## src/rtl/core/fhar_pkg.sv

```systemverilog
// ----------------------------------------------------------------------------
// Four-hit angle ratio check package
// Shared widths, constants and types for the angle and ratio pipeline.
// ----------------------------------------------------------------------------
package fhar_pkg;

  localparam int COORD_BITS      = 24;
  localparam int ANGLE_FRAC_BITS = 16;

  localparam int NUM_COORDS    = 12;
  localparam int IN_BITS       = NUM_COORDS * COORD_BITS;
  localparam int IN_TDATA_BITS = ((IN_BITS + 7) / 8) * 8;
  localparam int OUT_BITS      = 33;
  localparam int OUT_TDATA_BITS = ((OUT_BITS + 7) / 8) * 8;

  localparam int DIFF_BITS  = COORD_BITS + 1;
  localparam int PROD_BITS  = 2 * DIFF_BITS;
  localparam int SUM_BITS   = PROD_BITS + 2;
  localparam int MAG_BITS   = SUM_BITS - 1;
  localparam int SHIFT_BITS = $clog2(MAG_BITS);
  localparam int NORM_BITS  = 30;
  localparam int SQ_BITS    = 2 * NORM_BITS;
  localparam int SQSUM_BITS = SQ_BITS + 2;
  localparam int REM_BITS   = SQSUM_BITS + 1;
  localparam int ROOT_BITS  = NORM_BITS + 1;
  localparam int SQRT_STEPS = ROOT_BITS;
  localparam int LZ_BITS    = $clog2(ROOT_BITS);

  localparam int CORDIC_STEPS = 31;
  localparam int CX_BITS      = 36;
  localparam int CZ_BITS      = 34;
  localparam int ZU_BITS      = CZ_BITS - 1;
  localparam int ROUND_SHIFT  = 30 - ANGLE_FRAC_BITS;

  localparam int ANGLE_BITS = ANGLE_FRAC_BITS + 2;
  localparam int NUM_BITS   = ANGLE_BITS + ANGLE_FRAC_BITS;
  localparam int RATIO_BITS = 31;
  localparam int CFG_INDEX_BITS = 8;
  localparam int CFG_DATA_BITS  = 32;

  localparam logic signed [CZ_BITS-1:0] Q30_PI      = CZ_BITS'(64'd3373259426);
  localparam logic signed [CZ_BITS-1:0] Q30_HALF_PI = CZ_BITS'(64'd1686629713);
  localparam logic [ZU_BITS-1:0] ROUND_HALF = ZU_BITS'(1) << (ROUND_SHIFT - 1);
  localparam logic [RATIO_BITS-1:0] RATIO_SAT = '1;

  localparam logic [29:0] ATAN_TAB [CORDIC_STEPS] = '{
    30'd843314856, 30'd497837829, 30'd263043836, 30'd133525158, 30'd67021686,
    30'd33543515, 30'd16775850, 30'd8388437, 30'd4194282, 30'd2097149,
    30'd1048575, 30'd524287, 30'd262143, 30'd131071, 30'd65535, 30'd32767,
    30'd16383, 30'd8191, 30'd4095, 30'd2047, 30'd1023, 30'd511, 30'd255,
    30'd127, 30'd63, 30'd31, 30'd15, 30'd7, 30'd3, 30'd1, 30'd0
  };

  typedef enum logic [CFG_INDEX_BITS-1:0] {
    CFG_RATIO_MIN = 8'd0,
    CFG_RATIO_MAX = 8'd1
  } cfg_index_t;

  typedef logic signed [DIFF_BITS-1:0] diff_t;

  typedef struct packed {
    diff_t x;
    diff_t y;
    diff_t z;
  } vec_t;

  function automatic logic [MAG_BITS-1:0] mag_of(input logic signed [SUM_BITS-1:0] v);
    logic signed [SUM_BITS-1:0] n;
    n = -v;
    return v[SUM_BITS-1] ? MAG_BITS'(n) : MAG_BITS'(v);
  endfunction

endpackage

```

## src/rtl/core/fhar_div.sv

```systemverilog
// ----------------------------------------------------------------------------
// Angle ratio divider
// Restoring division of the first angle, scaled up, by the second angle,
// one quotient bit per stage.
// ----------------------------------------------------------------------------
module fhar_div (
  input  logic                                clk,
  input  logic                                rst,
  input  logic                                en,
  input  logic                                in_valid,
  input  logic [fhar_pkg::ANGLE_BITS-1:0]     dividend,
  input  logic [fhar_pkg::ANGLE_BITS-1:0]     divisor,
  output logic                                out_valid,
  output logic [fhar_pkg::NUM_BITS-1:0]       quotient,
  output logic                                undefined
);

  localparam int AB = fhar_pkg::ANGLE_BITS;
  localparam int NB = fhar_pkg::NUM_BITS;

  logic [NB:0] vd;
  logic [NB:0] uf;
  logic [AB-1:0] pr [NB];
  logic [NB-1:0] nm [NB];
  logic [AB-1:0] dd [NB];
  logic [NB-1:0] qq [NB+1];

  assign vd[0] = in_valid;
  assign uf[0] = (dividend == '0) && (divisor == '0);
  assign pr[0] = '0;
  assign nm[0] = NB'(dividend) << fhar_pkg::ANGLE_FRAC_BITS;
  assign dd[0] = divisor;
  assign qq[0] = '0;

  always_ff @(posedge clk) begin
    if (rst) begin
      vd[NB:1] <= '0;
    end else if (en) begin
      vd[NB:1] <= vd[NB-1:0];
    end
  end

  for (genvar i = 0; i < NB; i++) begin : g_step
    logic [AB:0] r_sh;
    logic ge;
    assign r_sh = {pr[i], nm[i][NB-1]};
    assign ge = r_sh >= {1'b0, dd[i]};
    always_ff @(posedge clk) begin
      if (en) begin
        qq[i+1] <= {qq[i][NB-2:0], ge};
        uf[i+1] <= uf[i];
      end
    end
    if (i < NB - 1) begin : g_carry
      always_ff @(posedge clk) begin
        if (en) begin
          pr[i+1] <= ge ? AB'(r_sh - {1'b0, dd[i]}) : AB'(r_sh);
          nm[i+1] <= nm[i] << 1;
          dd[i+1] <= dd[i];
        end
      end
    end
  end

  assign out_valid = vd[NB];
  assign quotient = qq[NB];
  assign undefined = uf[NB];

endmodule

```

## config.mk

```make
export PLATFORM = sky130hd
export DESIGN_NAME = fhar_div
export DESIGN_NICKNAME = d
export VERILOG_FILES = /design/src/rtl/core/fhar_pkg.sv /design/src/rtl/core/fhar_div.sv
export SDC_FILE = /design/constraint.sdc
export NUM_CORES = 2
export LEC_CHECK = 0
export ABC_CLOCK_PERIOD_IN_PS = 4300
export BUFFER_PORTS_ARGS = -buffer_cell sky130_fd_sc_hd__buf_2
export CAP_MARGIN = 20
export CELL_PAD_IN_SITES_DETAIL_PLACEMENT = 0
export CELL_PAD_IN_SITES_GLOBAL_PLACEMENT = 1
export CORE_ASPECT_RATIO = 1.25
export CORE_MARGIN = 2
export CORE_UTILIZATION = 50
export CTS_BUF_LIST = sky130_fd_sc_hd__clkbuf_8
export DETAILED_ROUTE_END_ITERATION = 8
export HOLD_SLACK_MARGIN = 0.06
export PLACE_DENSITY_LB_ADDON = 0.15
export SLEW_MARGIN = 20
export SYNTH_ARGS = -nofsm -noshare
export SYNTH_HDL_FRONTEND = slang
export SYNTH_SLANG_ARGS = --single-unit
```

## constraint.sdc

```tcl
create_clock -name clk -period 4.3 [get_ports clk]
set_input_delay 0.215 -clock clk [delete_from_list [all_inputs] [get_ports clk]]
set_output_delay 0.215 -clock clk [all_outputs]
set_load 0.03 [all_outputs]
```

# Word level (Yosys, flattened, before mapping)
# Cells that the tools add are included.
# Widths: inputs -> output; s select.
# totals
regBits	2004
output_inout_bits	36
# op_classes
n_mux	33
n_reduce_logical	3
magnitude_cmp	34
add_sub_neg	33
# ops
operator	n
$ge 19x18->1	33
$mux 18	32
$sub 18x18->18	32
$logic_not 18->1	2
$ge 1x18->1	1
$sub 1x18->18	1
$logic_and 1x1->1	1
$mux 1	1

# Longest topological paths before layout
# depth
ltp_word	2
depth_mapped	13
mapped_depth_nobuf	13

# Least setup slack after synthesis
# No wires, ideal clock.
# synth_timing
path_kind	register to register
startpoint	register nm, in the netlist g_step[5].r_sh[0]
endpoint	register pr, in the netlist g_step[6].r_sh[15], data pin
arrival_time_ps	2709
path_slack_ps	1329
path_stages_with_launch	13
cell_sequence	edfxtp_1 -> inv_1 -> ha_1 -> inv_1 -> fa_1 -> a211oi_1 -> o21ai_0 -> a31oi_1 -> o21bai_1 -> or4_1 -> a31oi_1 -> xnor2_1 -> mux2_1
# synth_via
elab_chain_len	2
# synth_rtl
element	line	text
start: declaration	fhar_div.sv:24	logic [NB-1:0] nm [NB];
start signal: indexed assignment	fhar_div.sv:58	nm[i+1] <= nm[i] << 1;
$sub 18x18->18 / $ge 19x18->1 (equally long branches)	fhar_div.sv:57, fhar_div.sv:47	
$mux 18 *	fhar_div.sv:57	pr[i+1] <= ge ? AB'(r_sh - {1'b0, dd[i]}) : AB'(r_sh);
end signal: indexed assignment	fhar_div.sv:57	
end: declaration	fhar_div.sv:23	logic [AB-1:0] pr [NB];
# Every way passes the cells marked *; elsewhere a longest branch is shown, timed or not.
# A chain may end at the register's enable or synchronous reset.

# Worst setup path after layout
# layout_timing
startpoint	register dd[307] (netlist bit)
endpoint	register pr, in the netlist g_step[17].r_sh[15], data pin
# layout_via
elab_chain_len	2
# layout_rtl
element	line	text
start: declaration	fhar_div.sv:25	logic [AB-1:0] dd [NB];
start signal: indexed assignment	fhar_div.sv:59	dd[i+1] <= dd[i];
$sub 18x18->18 / $ge 19x18->1 (equally long branches)	fhar_div.sv:57, fhar_div.sv:47	
$mux 18 *	fhar_div.sv:57	
# Marks and branches as above.

==> summary.txt <==
Setup path
  • Crit Reg-Reg Endpoint: g_step[17].r_sh[15]
  • CP Max Fanout: 16
  • Required time of the critical path: around 5 ns
  • Crit path from: dd[307]
  • CP Capture Type: flip-flop
  • Worst Path Arrival: about 4.5 ns
  • Sequence of cells on the critical path: inv_1 -> ha_1 -> nor2b_1 -> o21ai_0 -> a21oi_1 -> o41ai_1 -> o211ai_1 -> nand3_1 -> a21oi_2 -> buf_4 -> mux2_2
  • WS Path Type: flip-flop to flip-flop
  • Slowest stage delay, CP: 0.78 ns
  • Flop-to-flop setup slack: 0.57 ns
  • Crit-path slowest cell: o41ai_1
  • R2r worst-path depth: 11
  • Crit start category: flip-flop
  • R2r startpoint: dd[307]

Drt
  • DRT iter0 DRCs: between 3000 and 4000
  • Average wire per standard cell: around 18 um
  • TritonRoute pass-1 iters: 6
  • Vias/cell: roughly 5.3
  • Final wirelength: between 150 and 200 mm
  • Antenna viol nets, final: 0
  • Drc violations: 0
  • Via Count: between 50000 and 60000

Min path
  • Hold Crit Start: dividend[16]
  • Hold EP: uf[1]
  • Hold-critical path depth: 5
  • Hold WC Path Type: input pin to flip-flop

Floorplanning
  • Site Rows: approximately 180
  • Io pins: 76
  • Die Wd: approximately 400 um
  • Die ar.: roughly 0.19 sq mm
  • Core area: around 0.19 sq mm
  • Initial core utilization: 0.502
  • Die height: about 500 um

Clock network
  • Clock Root Buffer: clkbuf_8
  • CTS Buf Count: about 340
  • CTS clock-pin slew for the worst setup and hold paths: 0.06 ns
  • Htree depth: 5
  • Max clock buf depth: 4
  • Clk Latency, worst-skew pair: around 1.1 ns
  • Clock sinks: 2004
  • CTS tree: yes

Logic synthesis
  • Total number of yosys warnings: 0
  • Synthesized area per cell: about 13 sq um
  • Synth cell types: a little under 100
  • Post-Syn Nets: just under 8000
  • FF+latch count, synth: between 2000 and 2500
  • Most frequent cell after synthesis: edfxtp_1
  • Cells after synthesis: around 7000
  • Synthesized cell area: roughly 0.095 sq mm
  • Top cell type's share of synthesized area: 0.620
  • Async SR Flop Fraction: 0
  • Post-synth top flop: edfxtp_1
  • Synth cell count leaders: edfxtp_1, inv_1, ha_1
  • Leading area contributor after synthesis: edfxtp_1
  • Ranking of synthesized cells by area: edfxtp_1, ha_1, mux2_2, inv_1, a21oi_1
  • Sequential share of the synthesized area: 0.627
  • Post-synth EDFFs: a little under 2000

STA
  • Final TNS setup: 0 ns
  • # setup viols final: 0
  • Tmin final: about 3.7 ns
  • Max Freq: ~0.27 GHz
  • Slew margin rel.: 0.326
  • Setup ws final: ~0.57 ns
  • Fin Clk Skew: 0.0736 ns
  • Worst Max-Slew Pin Slew: ~1.0 ns
  • Min Hold Slack: 0.201 ns
  • Final hold violation count: 0
  • Final period util: 0.867
  • RSZ-0062 raised after global routing: no
  • Slew Viols, Final: 0

Pwr
  • Combinational share of power: 0.389
  • Sw Share: 0.339
  • Leakage: around 42 nW
  • Total power: ~74 mW
  • Clock Power Share: 0.209
  • NetSw: 25.2 mW
  • Sequential cell fraction of total power: 0.401
  • Peak supply drop: around 0.34 mV
  • Cell area power density: about 700 mW/mm^2
  • Internal power: approximately 49 mW

Placed design
  • Pre-CTS setup slack: between 0.5 and 0.6 ns
  • IO Port Bufs: 75
  • Hpwl dp: around 130 mm
  • RD Place Congestion: slightly above 0.8
  • DP Cell Count: between 9000 and 10000

Run status
  • Outcome: completed

GRT
  • Vias in the first global route: about 56000
  • Global-route wire length before repair: 299 mm
  • Largest net degree at the start of global routing: approximately 170
  • Initial antenna violation count: 1
  • GRT Util Overall: 0.193
  • Gr ovfl total: 0

Cells and area
  • Final Instance Count excl. Fillers: between 10000 and 15000
  • Area Growth Syn to Fin: 11.2%
  • Share of cells above drive strength 1: 0.124
  • Final #Nets: approximately 8200

Job
  • MaxCap Viol Count: 0
[cells in the final DEF, fill, tap and decap left out, types with 165 or more instances in the layout]
cell and n:
xnor2_1 285, inv_1 815, nand2_1 260, nor2_1 432, a21oi_1 528, xor2_1 165
ha_1 595, edfxtp_1 1970, mux2_2 264, o21ai_0 299, clkbuf_8 342
[worst max-delay path, delay by kind of cell, from the launching register on]
family | cells | cell delay [ns]
AOI/OAI and AO/OA | 5 | 1.67
muxes | 1 | 0.30
buffers and inverters | 2 | 0.37
adders and majority gates | 1 | 0.32
and+or+nand+nor | 2 | 0.35
DFF | 1 | 0.45
[power by group through the flow]
stage	Sequential [mW]	Combinational, mW	Clock [mW]
CTS	30.0	29.1	16.2
finish	29.8	28.9	15.6
global placement	30.3	28.5	0
floorplan	28.9	23.0	0
global route	30.2	32.5	17.0
detailed placement	30.3	28.8	0
[cells by family (layout without fill, tap and decap cells)]
group,Yosys count,count (layout),share of synthesized area
and+or+nand+nor,1288,1288,0.0656
muxes,360,360,0.0431
AOI/OAI and AO/OA,1515,1515,0.102
adders and majority gates,627,627,0.0848
buffers and inverters,844,1539,0.0361
other,0,1,0
xor gates and xnor gates,450,450,0.0413
DFF,2004,2004,0.627
[through the flow]
stage          area (sq um)   util
2_1_floorplan         95400      -
3_3_place_gp          99100  0.522
3_5_place_dp          99100  0.522
4_1_cts              106000  0.558
5_1_grt              106000  0.558
6_report             106000  0.558
[what timing repair did]
| item | in CTS | in global routing |
|---|---|---|
| gates resized for setup | 0 | 0 |
| hold buffers | 78 | 0 |
| endpoints found under the hold margin | 760 | 0 |
| buffers inserted | 0 | 0 |
[registers in the layout, summed over array words and instances, names as in the netlist]
| register | flops |
|---|---|
| vd | 33 |
| quotient | 34 |
| uf | 33 |
| qq | 561 |
| out_valid | 1 |
| undefined | 1 |
| g_step.r_sh | 611 |
| nm | 136 |
| dd | 594 |
[how the worst max path moves through the flow]
| stage | cells after the start | to | slack [ns] |
|---|---|---|---|
| finish | 11 | g_step[17].r_sh[15] | 0.57 |
| global route | 11 | g_step[17].r_sh[15] | 0.24 |
| CTS | 11 | g_step[17].r_sh[15] | 0.49 |
| detailed placement | 11 | g_step[17].r_sh[15] | 0.52 |
| global placement | 11 | g_step[17].r_sh[15] | 0.55 |
| floorplan | 12 | g_step[6].r_sh[15] | 1.33 |
[area by class of cell]
| type | count | area, sq um |
|---|---|---|
| Multi-Input combinational cell | 4240 | 32200 |
| Fill cell | 15800 | 83900 |
| Inverter | 725 | 2720 |
| Clock buffer | 342 | 4710 |
| Tap cell | 2534 | 3170 |
| Clock inverter | 236 | 1370 |
| Antenna cell | 1 | 2.50 |
| Sequential cell | 2004 | 59800 |
| Timing Repair Buffer | 236 | 2020 |
[per-layer routing]
metal,vias to the layer above,wire length (um),GRT usage
met4,0,5690,0.0681
met2,949,100000,0.358
met5,-,0,0
met1,26300,75300,0.223
li1,27200,-,-
met3,342,6440,0.0323
Note: power is estimated with default switching activity, not from simulation.
